`src/hdl/fpvg_pkg.sv`:
```
// Package for the frame pacer: widths, codes, control structs, rate test.
// Depends on nothing; used by every module of the block.
package fpvg_pkg;

  localparam int TIME_W   = 48;
  localparam int RATE_W   = 20;
  localparam int PERIOD_W = 40;
  localparam int MISS_W   = 16;
  localparam int DIV_STEPS = TIME_W;
  localparam int CNT_W    = $clog2(DIV_STEPS);
  localparam logic [TIME_W-1:0] NS_SCALE = 48'd1000000000000;

  // actions
  localparam logic [1:0] ACT_TICK = 2'd0;
  localparam logic [1:0] ACT_CMD  = 2'd1;
  localparam logic [1:0] ACT_HALT = 2'd2;

  // commands
  localparam logic [3:0] CMD_STOP   = 4'd0;
  localparam logic [3:0] CMD_LOAD   = 4'd1;
  localparam logic [3:0] CMD_PAUSE  = 4'd2;
  localparam logic [3:0] CMD_UNLOAD = 4'd3;
  localparam logic [3:0] CMD_GREADY = 4'd4;
  localparam logic [3:0] CMD_DREADY = 4'd5;
  localparam logic [3:0] CMD_PLAY   = 4'd6;
  localparam logic [3:0] CMD_HBEAT  = 4'd7;
  localparam logic [3:0] CMD_HOST   = 4'd8;
  localparam logic [3:0] CMD_CORE   = 4'd9;
  localparam logic [3:0] CMD_VSYNC  = 4'd10;

  // run modes
  localparam logic [2:0] MODE_STOPPED   = 3'd0;
  localparam logic [2:0] MODE_LOADING   = 3'd1;
  localparam logic [2:0] MODE_PAUSED    = 3'd2;
  localparam logic [2:0] MODE_UNLOADING = 3'd3;
  localparam logic [2:0] MODE_PLAYING   = 3'd4;

  // result kinds
  localparam logic [1:0] KIND_FWD    = 2'd0;
  localparam logic [1:0] KIND_MISSED = 2'd1;
  localparam logic [1:0] KIND_HBEAT  = 2'd2;
  localparam logic [1:0] KIND_VOFF   = 2'd3;

  typedef struct packed {
    logic capture;
    logic eval;
    logic finish;
    logic emit;
  } ctl_cmd_t;

  typedef struct packed {
    logic need_div;
    logic div_done;
    logic pend_any;
    logic out_free;
  } ctl_sts_t;

  // 2 percent rule: 50*|host-core| <= core
  function automatic logic rates_close(input logic [RATE_W-1:0] host,
                                       input logic [RATE_W-1:0] core);
    logic [RATE_W-1:0] diff;
    logic [RATE_W+5:0] scaled;
    diff   = (host > core) ? host - core : core - host;
    scaled = (RATE_W+6)'(diff) * (RATE_W+6)'(50);
    return scaled <= (RATE_W+6)'(core);
  endfunction

endpackage

```
`src/hdl/fpvg_div.sv`:
```
// Restoring divider, one quotient bit per cycle.
// Depends on fpvg_pkg for widths.
module fpvg_div (
  input  logic                            clk,
  input  logic                            rst_n,
  input  logic                            start,
  input  logic [fpvg_pkg::TIME_W-1:0]     dividend,
  input  logic [fpvg_pkg::PERIOD_W-1:0]   divisor,
  output logic                            done,
  output logic [fpvg_pkg::TIME_W-1:0]     quotient,
  output logic [fpvg_pkg::PERIOD_W-1:0]   remainder
);

  logic                            busy_r;
  logic                            done_r;
  logic [fpvg_pkg::CNT_W-1:0]      cnt_r;
  logic [fpvg_pkg::TIME_W-1:0]     quo_r, quo_nxt;
  logic [fpvg_pkg::PERIOD_W-1:0]   rem_r, rem_nxt;
  logic [fpvg_pkg::PERIOD_W-1:0]   dvs_r;
  logic [fpvg_pkg::PERIOD_W:0]     trial;
  logic                            ge;

  // one shift-subtract step
  always_comb begin
    trial   = {rem_r, quo_r[fpvg_pkg::TIME_W-1]};
    ge      = trial >= {1'b0, dvs_r};
    rem_nxt = ge ? fpvg_pkg::PERIOD_W'(trial - {1'b0, dvs_r})
                 : trial[fpvg_pkg::PERIOD_W-1:0];
    quo_nxt = {quo_r[fpvg_pkg::TIME_W-2:0], ge};
  end

  always_ff @(posedge clk) begin
    if (!rst_n) begin
      busy_r <= 1'b0;
      done_r <= 1'b0;
      cnt_r  <= '0;
    end else begin
      done_r <= 1'b0;
      if (start) begin
        busy_r <= 1'b1;
        cnt_r  <= '0;
      end else if (busy_r) begin
        cnt_r <= cnt_r + 1'b1;
        if (cnt_r == fpvg_pkg::CNT_W'(fpvg_pkg::DIV_STEPS - 1)) begin
          busy_r <= 1'b0;
          done_r <= 1'b1;
        end
      end
    end
  end

  // datapath registers
  always_ff @(posedge clk) begin
    if (start) begin
      rem_r <= '0;
      quo_r <= dividend;
      dvs_r <= divisor;
    end else if (busy_r) begin
      rem_r <= rem_nxt;
      quo_r <= quo_nxt;
    end
  end

  assign done      = done_r;
  assign quotient  = quo_r;
  assign remainder = rem_r;

endmodule

```
`src/hdl/fpvg_dp.sv`:
```
// Datapath of the frame pacer: input latch, pacing state, divider, result register.
// Depends on fpvg_pkg and fpvg_div.
module fpvg_dp (
  input  logic                  clk,
  input  logic                  rst_n,
  input  fpvg_pkg::ctl_cmd_t    cmd,
  output fpvg_pkg::ctl_sts_t    sts,
  input  logic [1:0]            in_action,
  input  logic [47:0]           in_now,
  input  logic [47:0]           in_stamp,
  input  logic [3:0]            in_command,
  input  logic [19:0]           in_payload,
  output logic                  out_valid,
  input  logic                  out_ready,
  output logic [1:0]            out_kind,
  output logic [3:0]            out_command,
  output logic [19:0]           out_payload,
  output logic [47:0]           out_stamp,
  output logic [15:0]           out_missed,
  output logic                  out_last
);

  localparam int TW = fpvg_pkg::TIME_W;
  localparam int PW = fpvg_pkg::PERIOD_W;
  localparam int RW = fpvg_pkg::RATE_W;

  // latched item
  logic [1:0]    act_r;
  logic [TW-1:0] now_r, stamp_r;
  logic [3:0]    cmdc_r;
  logic [19:0]   pay_r;

  // pacing state
  logic [2:0]    mode_r;
  logic          vsync_r, gready_r, dready_r, running_r;
  logic [RW-1:0] host_r, core_r;
  logic [PW-1:0] period_r;
  logic [TW-1:0] deadline_r, start_r;

  // pending results: bit0 forward or missed, bit1 heartbeat, bit2 vsync off
  logic [2:0]    pend_r;
  logic          slot_cmd_r;
  logic [15:0]   missed_r;

  // result register
  logic          ov_r;
  logic [1:0]    okind_r;
  logic [3:0]    ocmd_r;
  logic [19:0]   opay_r;
  logic [TW-1:0] ostamp_r;
  logic [15:0]   omiss_r;
  logic          olast_r;

  logic [TW-1:0] elapsed, dividend, base;
  logic [PW-1:0] divisor, new_period;
  logic [TW:0]   dl_sum;
  logic          hit, rate_set, close, pacing, fwd, div_done;
  logic [TW-1:0] quo;
  logic [PW-1:0] rem;
  logic [2:0]    pend_after;

  // decode of the latched item
  always_comb begin
    elapsed  = now_r - start_r;
    hit      = (act_r == fpvg_pkg::ACT_TICK) && running_r && (elapsed >= deadline_r);
    rate_set = (act_r == fpvg_pkg::ACT_CMD) && (cmdc_r == fpvg_pkg::CMD_CORE) &&
               (pay_r[RW-1:0] != '0);
    close    = fpvg_pkg::rates_close(host_r, core_r);
    pacing   = vsync_r && (mode_r == fpvg_pkg::MODE_PLAYING) && close && gready_r;
    fwd      = (cmdc_r != fpvg_pkg::CMD_HBEAT) || pacing;
    dividend = hit ? elapsed - deadline_r : fpvg_pkg::NS_SCALE;
    divisor  = hit ? period_r : PW'(pay_r[RW-1:0]);
    // deadline + q*period equals elapsed - remainder
    base       = elapsed - TW'(rem);
    dl_sum     = {1'b0, base} + (TW+1)'(period_r);
    new_period = (quo[PW-1:0] == '0) ? PW'(1) : quo[PW-1:0];
    pend_after = pend_r & (pend_r - 3'd1);
  end

  fpvg_div u_div (
    .clk      (clk),
    .rst_n    (rst_n),
    .start    (cmd.eval && (hit || rate_set)),
    .dividend (dividend),
    .divisor  (divisor),
    .done     (div_done),
    .quotient (quo),
    .remainder(rem)
  );

  // item latch
  always_ff @(posedge clk) begin
    if (cmd.capture) begin
      act_r   <= in_action;
      now_r   <= in_now;
      stamp_r <= in_stamp;
      cmdc_r  <= in_command;
      pay_r   <= in_payload;
    end
  end

  // pacing state and pending results
  always_ff @(posedge clk) begin
    if (!rst_n) begin
      mode_r     <= fpvg_pkg::MODE_STOPPED;
      vsync_r    <= 1'b0;
      gready_r   <= 1'b0;
      dready_r   <= 1'b0;
      host_r     <= '0;
      core_r     <= RW'(60000);
      period_r   <= PW'(16666666);
      deadline_r <= TW'(16666666);
      start_r    <= '0;
      running_r  <= 1'b1;
      pend_r     <= '0;
      slot_cmd_r <= 1'b0;
      missed_r   <= '0;
    end else if (cmd.eval) begin
      pend_r     <= '0;
      slot_cmd_r <= 1'b1;
      if (act_r == fpvg_pkg::ACT_HALT) begin
        running_r <= 1'b0;
      end else if (act_r == fpvg_pkg::ACT_CMD) begin
        pend_r <= {2'b00, fwd};
        case (cmdc_r)
          fpvg_pkg::CMD_STOP:   mode_r   <= fpvg_pkg::MODE_STOPPED;
          fpvg_pkg::CMD_LOAD:   mode_r   <= fpvg_pkg::MODE_LOADING;
          fpvg_pkg::CMD_PAUSE:  mode_r   <= fpvg_pkg::MODE_PAUSED;
          fpvg_pkg::CMD_UNLOAD: mode_r   <= fpvg_pkg::MODE_UNLOADING;
          fpvg_pkg::CMD_GREADY: gready_r <= 1'b1;
          fpvg_pkg::CMD_DREADY: dready_r <= 1'b1;
          fpvg_pkg::CMD_PLAY:   mode_r   <= fpvg_pkg::MODE_PLAYING;
          fpvg_pkg::CMD_HOST:   host_r   <= pay_r[RW-1:0];
          fpvg_pkg::CMD_VSYNC:  vsync_r  <= (pay_r != '0);
          default: ;
        endcase
      end
    end else if (cmd.finish) begin
      if (act_r == fpvg_pkg::ACT_TICK) begin
        deadline_r <= dl_sum[TW] ? '1 : dl_sum[TW-1:0];
        missed_r   <= (quo[TW-1:16] != '0) ? 16'hFFFF : quo[15:0];
        slot_cmd_r <= 1'b0;
        pend_r     <= {vsync_r && !close && dready_r, !pacing && gready_r, quo != '0};
        if (vsync_r && !close && dready_r) begin
          vsync_r <= 1'b0;
        end
      end else begin
        core_r     <= pay_r[RW-1:0];
        period_r   <= new_period;
        deadline_r <= TW'(new_period);
        start_r    <= now_r;
        running_r  <= 1'b1;
      end
    end else if (cmd.emit) begin
      pend_r <= pend_after;
    end
  end

  // result register, loaded with the lowest pending result
  always_ff @(posedge clk) begin
    if (!rst_n) begin
      ov_r <= 1'b0;
    end else if (cmd.emit) begin
      ov_r <= 1'b1;
    end else if (out_ready) begin
      ov_r <= 1'b0;
    end
  end

  always_ff @(posedge clk) begin
    if (cmd.emit) begin
      ostamp_r <= stamp_r;
      olast_r  <= (pend_after == '0);
      opay_r   <= '0;
      omiss_r  <= '0;
      if (pend_r[0]) begin
        okind_r <= slot_cmd_r ? fpvg_pkg::KIND_FWD : fpvg_pkg::KIND_MISSED;
        ocmd_r  <= slot_cmd_r ? cmdc_r : fpvg_pkg::CMD_STOP;
        opay_r  <= slot_cmd_r ? pay_r : '0;
        omiss_r <= slot_cmd_r ? '0 : missed_r;
      end else if (pend_r[1]) begin
        okind_r <= fpvg_pkg::KIND_HBEAT;
        ocmd_r  <= fpvg_pkg::CMD_HBEAT;
      end else begin
        okind_r <= fpvg_pkg::KIND_VOFF;
        ocmd_r  <= fpvg_pkg::CMD_VSYNC;
      end
    end
  end

  assign sts.need_div = hit || rate_set;
  assign sts.div_done = div_done;
  assign sts.pend_any = (pend_r != '0);
  assign sts.out_free = !ov_r || out_ready;

  assign out_valid   = ov_r;
  assign out_kind    = okind_r;
  assign out_command = ocmd_r;
  assign out_payload = opay_r;
  assign out_stamp   = ostamp_r;
  assign out_missed  = omiss_r;
  assign out_last    = olast_r;

endmodule

```
`src/hdl/fpvg_ctrl.sv`:
```
// Controller of the frame pacer: sequences accept, evaluate, divide and emit.
// Depends on fpvg_pkg.
module fpvg_ctrl (
  input  logic                clk,
  input  logic                rst_n,
  input  logic                in_valid,
  output logic                in_ready,
  input  fpvg_pkg::ctl_sts_t  sts,
  output fpvg_pkg::ctl_cmd_t  cmd
);

  typedef enum logic [3:0] {
    S_IDLE = 4'b0001,
    S_EVAL = 4'b0010,
    S_DIV  = 4'b0100,
    S_EMIT = 4'b1000
  } state_t;

  state_t state_r, state_nxt;

  always_comb begin
    state_nxt   = state_r;
    cmd         = '0;
    in_ready    = 1'b0;
    case (state_r)
      S_IDLE: begin
        in_ready    = 1'b1;
        cmd.capture = in_valid;
        if (in_valid) state_nxt = S_EVAL;
      end
      S_EVAL: begin
        cmd.eval  = 1'b1;
        state_nxt = sts.need_div ? S_DIV : S_EMIT;
      end
      S_DIV: begin
        cmd.finish = sts.div_done;
        if (sts.div_done) state_nxt = S_EMIT;
      end
      S_EMIT: begin
        if (!sts.pend_any) begin
          state_nxt = S_IDLE;
        end else begin
          cmd.emit = sts.out_free;
        end
      end
      default: state_nxt = S_IDLE;
    endcase
  end

  always_ff @(posedge clk) begin
    if (!rst_n) begin
      state_r <= S_IDLE;
    end else begin
      state_r <= state_nxt;
    end
  end

endmodule

```
`src/hdl/frame_pacer_with_vsync_gate_top.sv`:
```
// Frame pacer with vsync gate, top level.
// Input channel in_*: tuser = action, tdata = now, stamp, command, payload.
// Result channel out_*: tuser = kind, tlast marks the last result of an item.
// One item is handled at a time. A command or halt passes from accept
// through the evaluate state to the emit state, one result at a time; a tick
// that reaches its deadline and a core rate command run the shared divider,
// one quotient bit a cycle, in the divide state before up to three results.
// The first result is registered in the emit state, after any divide state.
// The result register lets the block take its next item while the last
// result still waits; a stalled receiver holds results and so holds the
// block once a further result is due.
// Reset (rst_n low, synchronous) restores the stopped mode, a 60 Hz core
// rate, deadline one period on and the timer running; no clearing pass.
// Depends on fpvg_pkg, fpvg_ctrl, fpvg_dp, fpvg_div.
module frame_pacer_with_vsync_gate_top (
  input  logic          clk,
  input  logic          rst_n,
  input  logic          in_tvalid,
  output logic          in_tready,
  input  logic [119:0]  in_tdata,   // now_ns[47:0], stamp[95:48], command[99:96],
                                    // payload[119:100]
  input  logic [1:0]    in_tuser,   // action
  output logic          out_tvalid,
  input  logic          out_tready,
  output logic [87:0]   out_tdata,  // out_command[3:0], out_payload[23:4],
                                    // out_stamp[71:24], missed_frames[87:72]
  output logic [1:0]    out_tuser,  // kind
  output logic          out_tlast   // last
);

  fpvg_pkg::ctl_cmd_t cmd;
  fpvg_pkg::ctl_sts_t sts;
  logic [3:0]  o_cmd;
  logic [19:0] o_pay;
  logic [47:0] o_stamp;
  logic [15:0] o_miss;

  fpvg_ctrl u_ctrl (
    .clk     (clk),
    .rst_n   (rst_n),
    .in_valid(in_tvalid),
    .in_ready(in_tready),
    .sts     (sts),
    .cmd     (cmd)
  );

  fpvg_dp u_dp (
    .clk        (clk),
    .rst_n      (rst_n),
    .cmd        (cmd),
    .sts        (sts),
    .in_action  (in_tuser),
    .in_now     (in_tdata[47:0]),
    .in_stamp   (in_tdata[95:48]),
    .in_command (in_tdata[99:96]),
    .in_payload (in_tdata[119:100]),
    .out_valid  (out_tvalid),
    .out_ready  (out_tready),
    .out_kind   (out_tuser),
    .out_command(o_cmd),
    .out_payload(o_pay),
    .out_stamp  (o_stamp),
    .out_missed (o_miss),
    .out_last   (out_tlast)
  );

  assign out_tdata = {o_miss, o_stamp, o_pay, o_cmd};

endmodule

```
`config.mk`:
```
export PLATFORM = sky130hd
export DESIGN_NAME = frame_pacer_with_vsync_gate_top
export DESIGN_NICKNAME = d
export VERILOG_FILES = /design/src/hdl/fpvg_pkg.sv /design/src/hdl/fpvg_div.sv /design/src/hdl/fpvg_dp.sv /design/src/hdl/fpvg_ctrl.sv /design/src/hdl/frame_pacer_with_vsync_gate_top.sv
export SDC_FILE = /design/constraint.sdc
export NUM_CORES = 1
export LEC_CHECK = 0
export ABC_AREA = 1
export BUFFER_PORTS_ARGS = -buffer_cell sky130_fd_sc_hd__buf_2
export CAP_MARGIN = 10
export CORE_ASPECT_RATIO = 1.2
export CORE_MARGIN = 8
export CORE_UTILIZATION = 59
export DETAILED_ROUTE_END_ITERATION = 10
export GPL_ROUTABILITY_DRIVEN = 0
export PLACE_DENSITY = 0.77
export RECOVER_POWER = 100
export SYNTH_ARGS = -nofsm -noshare
export SYNTH_HDL_FRONTEND = slang
export SYNTH_SLANG_ARGS = --single-unit
```
`constraint.sdc`:
```
create_clock -name clk -period 8.55 [get_ports clk]
set_input_delay 0 -clock clk [delete_from_list [all_inputs] [get_ports clk]]
set_output_delay 0 -clock clk [all_outputs]
set_load 0.02 [all_outputs]
```
Word level (Yosys, flattened, before mapping). Cells that the tools add are included.

Register bits after elaboration: 557. Bits of input ports: 126. Output and inout bits: 93. Logic and storage cells: 183.

Add/subtract/negate cells: 9. Multiply operators: 1. Magnitude comparators: 4. Equal/unequal tests: 27. Multiplexer cells: 54. Bitwise operators: 7. Reductions and logical operators: 48.

Operators with widths (number): two-way mux 48 bit (5); subtractor 48 bit (2); two-way mux 40 bit (2); adder 48 x 40 -> 49 bit (1); >= comparator 48 bit (1); nonzero test 48 bit (1); subtractor 48 x 40 -> 48 bit (1); >= comparator 41 x 40 -> 1 bit (1); logical NOT 40 bit (1); two-way mux 20 bit (2); subtractor 20 bit (2); subtractor 40 bit (1); nonzero test 32 bit (1); two-way mux 1 bit (29); two-way mux 4 bit (7); <= comparator 26 x 20 -> 1 bit (1); multiplier 20 x 5 -> 25 bit, second input constant (1); greater-than comparator 20 bit (1); nonzero test 20 bit (1); equality test 4 x 3 -> 1 bit, second input constant (4); equality test 4 bit, second input constant (4); two-way mux 16 bit (1); case mux 4 bit (4 select lines) (1); AND reduction 4 bit (4); 31 further kinds (75).

Depth between registers and ports, before layout.
Word-level depth: 11. Mapped depth: 46. Depth with buffers taken out: 45.

Modules after synthesis. Synthesis repeated with hierarchy kept, for this count alone.

Cell total of the unflattened synthesis: 5435. Area, all modules: 39603.0 um^2.

By module, submodules not included: fpvg_dp (times used 1, cells each 4120, area an instance 30525.5 um^2); fpvg_div (times used 1, cells each 1275, area an instance 8809.7 um^2); fpvg_ctrl (times used 1, cells each 40, area an instance 267.8 um^2).

Worst setup path before layout. No wires, ideal clock.

Kind: register -> register. From: register u_dp.host_r[0]. To: register u_dp.vsync_r. Arrival: 6.593 ns. Required time: 8.435 ns. Path slack: 1.842 ns. Stages on the path, launching flop included: 43. Buffers on the path: 2. Path through: dfxtp_1 inv_1 ha_1 inv_1 fa_1 a21oi_1 inv_1 nand2_1 nand2_1 a21oi_1 o21bai_1 a21boi_1 o21ai_1 nand2_1 buf_2 buf_2 mux2i_1 xnor2_1 [7 not listed] o21ai_0 a21oi_1 o211ai_1 xor2_1 ha_1 nand4_1 nor4_1 nand3_1 nor2_1 o21ai_0 nor3_1 o21ai_0 nor2_1 nand3b_1 nand3_1 nand2_1 a21oi_1 nor2_1.

Word-level cells in the longest chain between the ends: 9. Elaborated cells on any way between the ends: 11.

RTL lines: start, declared (RTL line fpvg_dp.sv:36) `logic [RW-1:0] host_r, core_r;`; start signal, assigned (RTL line fpvg_dp.sv:133) `fpvg_pkg::CMD_HOST: host_r <= pay_r[RW-1:0];`; subtractor 20 bit or greater-than comparator 20 bit (tied branches) (RTL line fpvg_pkg.sv:63) `diff = (host > core) ? host - core : core - host;`; two-way mux 20 bit * (RTL line fpvg_pkg.sv:63); multiplier 20 x 5 -> 25 bit * (RTL line fpvg_pkg.sv:64) `scaled = (RATE_W+6)'(diff) * (RATE_W+6)'(50);`; <= comparator 26 x 20 -> 1 bit * (RTL line fpvg_pkg.sv:65) `return scaled <= (RATE_W+6)'(core);`; logical NOT 1 bit * (RTL line fpvg_dp.sv:144) `if (vsync_r && !close && dready_r) begin`; logical AND 1 bit * (2 in a row) (RTL line fpvg_dp.sv:144); nonzero test 2 bit (no source line) *; AND reduction 6 bit (no source line) *; end signal, assigned (RTL line fpvg_dp.sv:134) `fpvg_pkg::CMD_VSYNC: vsync_r <= (pay_r != '0);`; end, declared (RTL line fpvg_dp.sv:35) `logic vsync_r, gready_r, dready_r, running_r;`.

Mark *: on every way between the ends. The rest lies on a longest branch, timed or not. A chain may end at the register's enable or synchronous reset.

Worst setup path after layout.
From: register u_ctrl.state_r[1]. To: register u_dp.start_r[41].

Word-level cells in the longest chain between the ends: 4. Elaborated cells on any way between the ends: 6.

RTL lines: start, declared (RTL line fpvg_ctrl.sv:19) `state_t state_r, state_nxt;`; start signal, assigned (RTL line fpvg_ctrl.sv:54) `state_r <= state_nxt;`; equality test 4 x 2 -> 1 bit (RTL line fpvg_ctrl.sv:25) `case (state_r)`; two-way mux 1 bit (RTL line fpvg_ctrl.sv:25); inverter 1 bit (no source line); AND reduction 3 bit (no source line) *; end signal, assigned (RTL line fpvg_dp.sv:151) `start_r <= now_r;`; end, declared (RTL line fpvg_dp.sv:38) `logic [TW-1:0] deadline_r, start_r;`.

Marks and branches as above.

==> flow_summary_export.csv <==
group,metric,value,unit
clock_tree,clock_h_tree_levels,2,
critical_path,critical_path.max_stage_delay,1.32,ns
final_layout,layout-drive-gt1-share,6.10,%
placed_design,numPortBuffers,218,
sta,post-route-period-util,93.0,%
grt,grt.overflow.total,0,
final_layout,fillers,5608,
critical_path,timing.critical_path.to_type,"flip-flop",
critical_path,worst_setup_endpoint,"u_dp.start_r[41]$_SDFFE_PN0P_",
synth,post-synth-top-area-cell,"sky130_fd_sc_hd__edfxtp_1",
critical_path,worstPathRequired,9.09,ns
critical_path,path_cells,"nor2_1 -> nand3_1 -> nor2_1 -> clkbuf_1 -> clkinv_1 -> clkbuf_1 -> nor2_2 -> clkbuf_1 -> inv_1 -> nor2_1 -> clkbuf_1 -> clkbuf_2 -> nand2_1 -> o21ai_0",
final_layout,flow.area_growth_from_synthesis,13.1,%
critical_path,reg2reg_depth,14,
grt,antenna_found_initial,5,
floorplan,design.core.area,64700,um^2
placed_design,dp_hpwl,95100,um
routing,remaining_drc_errors,0,
pwr,ir_worst_vdd,0.000204,V
synth,postSynthAreaPerCell,7.62,um^2
grt,grt_pass1_wl,192000,um
floorplan,floorplan.die.width,250,um
synth,netlist-cell-type-count,65,
sta,setup_tns,0,ns
synth,synthFlopType,"sky130_fd_sc_hd__edfxtp_1",
synth,netlist_instances,5068,
clock_tree,cts.sink_count,557,
clock_tree,clock_tree.buffer_depth,3,
routing,detailed_routing_iterations_pass_1,8,
sta,fin_crit,7.95,ns
floorplan,die_area,73900,um^2
floorplan,std_cell_rows,102,
sta,grt_setup_unrepaired,"false",
synth,seq_area_frac_synth,36.7,%
sta,worst_slew_pin_tran,3.97,ns
routing,finalWirelength,124000,um
pwr,leakage,19.1,nW
clock_tree,path_clk_slew,0.06,ns
sta,achievable-frequency,126,MHz
grt,grt_max_degree,80,
hold_path,worst_hold_path_type,"in2reg",
routing,routed-via-count,36725,
critical_path,r2r_setup_slack,0.60,ns
grt,grt_use_total,32.5,%
sta,finalHoldViolCount,0,
synth,syn-cell-area,38600,um^2
clock_tree,clk_lat_worst_skew,0.66,ns
critical_path,critPathLaunchType,"flip-flop",
final_layout,nNetsFinal,5877,
sta,final-setup-viol-count,0,
routing,wl_per_cell,19.7,um
synth,yosysWarningCount,0,
job,cap_viol_max_count,10,
sta,timing.clock.skew,0.0289,ns
floorplan,fp.dieH,296,um
synth,syn-num-nets,5553,
critical_path,rr_endpoint,"u_dp.start_r[41]$_SDFFE_PN0P_",
synth,synth_top_cells_by_area,"sky130_fd_sc_hd__edfxtp_1, sky130_fd_sc_hd__dfxtp_1, sky130_fd_sc_hd__ha_1, sky130_fd_sc_hd__nand2_1, sky130_fd_sc_hd__inv_1",
routing,route.detailed.vias_per_inst,5.85,
synth,ys_ff_latch,557,
clock_tree,root_buffer,"sky130_fd_sc_hd__clkbuf_16",
critical_path,crit-reg2reg-launch,"u_ctrl.state_r[1]$_SDFFE_PN0P_",
sta,drv_slew,496,
clock_tree,tritoncts,"yes",
pwr,p_per_area,280,nW/um^2
outcome,run_status,"finished, violations left",
routing,detailedRoute.firstIterationViolations,3303,
routing,route.antenna.remaining_nets,0,
critical_path,crit_type,"reg2reg",
synth,synth_edf_count,301,
critical_path,critPathLaunch,"u_ctrl.state_r[1]$_SDFFE_PN0P_",
critical_path,critPathMostFrequentCell,"sky130_fd_sc_hd__clkbuf_1",
sta,holdWs,0.0457,ns
synth,yosysTopAreaCellShare,23.4,%
outcome,violations,"max-capacitance violations, max-slew violations",
grt,number_of_global_route_vias_before_repair,36150,
critical_path,worstPathMaxFanout,79,
clock_tree,post_cts_setup_inserts,0,
critical_path,arrival,8.49,ns
floorplan,floorplan.initialDensity,59.7,%
clock_tree,cts_made_buffers,59,
critical_path,crit_path_top_delay_cell,"sky130_fd_sc_hd__clkbuf_1",
synth,async_sr_flop_fraction,0,%
floorplan,ioPinCount,219,
sta,maxSlewHeadroom,-165,%
==> cells in the mapped netlist, drive strengths merged (30+ instances only) <==
master and number:
a21o 30, a21oi 513, a31oi 52, buf 34
clkbuf 76, dfxtp 256, edfxtp 301, ha 337
inv 840, nand2 980, nand3 197, nand4 49
nor2 459, nor3 44, o211ai 31, o21ai 357
o22ai 78, xnor2 112, xor2 108
==> cell usage in the layout, fill, tap and decap left out, drive strengths merged, types with 181 or more instances in the layout <==
cell type | netlist | routed
ha | 337 | 337
nand2 | 980 | 980
o21ai | 357 | 357
nor2 | 459 | 459
edfxtp | 301 | 301
a21oi | 513 | 513
clkbuf | 76 | 181
nand3 | 197 | 197
dfxtp | 256 | 256
inv | 840 | 844
==> metrics by stage <==
stage               instances  utilization (%)  worst slack [ns]  power (mW)  area [um^2]
global route             6276             67.5            0.0130        13.0        43700
CTS                      6275             67.9             0.762        12.1        43900
global placement         6039             62.7              1.02        9.18        40600
detailed placement       6039             62.7             0.803        9.23        40600
floorplan                5068                -              1.84        7.71        38600
finish                   6278             67.5             0.596        12.2        43700
==> registers in the layout (all words and copies together) (netlist names), 2 cells and up <==
| name | count |
|---|---|
| u_dp.deadline_r | 48 |
| u_dp.now_r | 48 |
| u_dp.out_stamp | 48 |
| u_dp.stamp_r | 48 |
| u_dp.start_r | 48 |
| u_dp.u_div.quotient | 48 |
| u_dp.period_r | 40 |
| u_dp.u_div.dvs_r | 40 |
| u_dp.u_div.remainder | 40 |
| u_dp.core_r | 20 |
| u_dp.host_r | 20 |
| u_dp.out_payload | 20 |
| u_dp.pay_r | 20 |
| u_dp.missed_r | 16 |
| u_dp.out_missed | 16 |
| u_dp.u_div.cnt_r | 6 |
| u_ctrl.state_r | 4 |
| u_dp.cmdc_r | 4 |
| u_dp.out_command | 4 |
| u_dp.mode_r | 3 |
| u_dp.pend_r | 3 |
| u_dp.act_r | 2 |
| u_dp.out_kind | 2 |
==> worst min path at each step <==
stage	start	end	cells after the start
5_1_grt	in_tdata[90]	u_dp.stamp_r[42]$_DFFE_PP_	2
4_1_cts	rst_n	u_ctrl.state_r[0]$_SDFFE_PN1P_	3
6_report	rst_n	u_ctrl.state_r[0]$_SDFFE_PN1P_	3
2_1_floorplan	in_tuser[0]	u_dp.act_r[0]$_DFFE_PP_	0
3_3_place_gp	in_tdata[82]	u_dp.stamp_r[34]$_DFFE_PP_	1
3_5_place_dp	in_tdata[5]	u_dp.now_r[5]$_DFFE_PP_	1
==> power by group <==
| part | leakage [nW] | internal [mW] | switching, mW | total [mW] |
|---|---|---|---|---|
| clock network | 1.02 | 1.62 | 1.16 | 2.78 |
| logic | 13.3 | 2.15 | 4.15 | 6.31 |
| registers | 4.82 | 3.03 | 0.124 | 3.16 |
| total | 19.1 | 6.81 | 5.44 | 12.2 |
==> cell type report <==
class	count	area [um^2]	area share [%]
diodes	3	7.51	0.0172
clock buffers	70	1600	3.66
clock inverters	42	508	1.16
inverters	844	3170	7.25
multi-input cells	3557	20800	47.6
flip-flops and latches	557	14200	32.4
well taps	832	1040	2.38
repair buffers	373	2400	5.49
==> critical path: cells and delay by family (launching register included) <==
family | cells | cell delay [ns]
AO/OA/AOI/OAI | 1 | 0.17
AND/OR/NAND/NOR | 6 | 1.33
buffers and inverters | 7 | 5.99
flip-flops | 1 | 0.31
==> cell families (layout without fill, tap and decap cells) <==
group | count (synthesis) | count (layout) | share of synthesized area (%)
muxes | 1 | 1 | 0.0259
other | 0 | 3 | 0
xor gates and xnor gates | 220 | 220 | 5.01
and+or+nand+nor | 1791 | 1791 | 19.5
DFF | 557 | 557 | 36.7
AOI/OAI and AO/OA | 1186 | 1186 | 17.3
adders and majority gates | 359 | 359 | 12.1
buffers and inverters | 954 | 1329 | 9.41
==> timing repair <==
action                                 CTS  global route
gates resized for setup                  0             0
hold buffers                           124             0
endpoints found under the hold margin  126             0
==> layer usage <==
metal	vias up	GRT usage, %	wire [um]
li1	17606	-	-
met4	4	26.9	11800
met2	1729	55.8	57600
met1	16866	35.0	44800
met3	520	5.96	9740
met5	-	0	24
(Power assumes the default switching activity.)
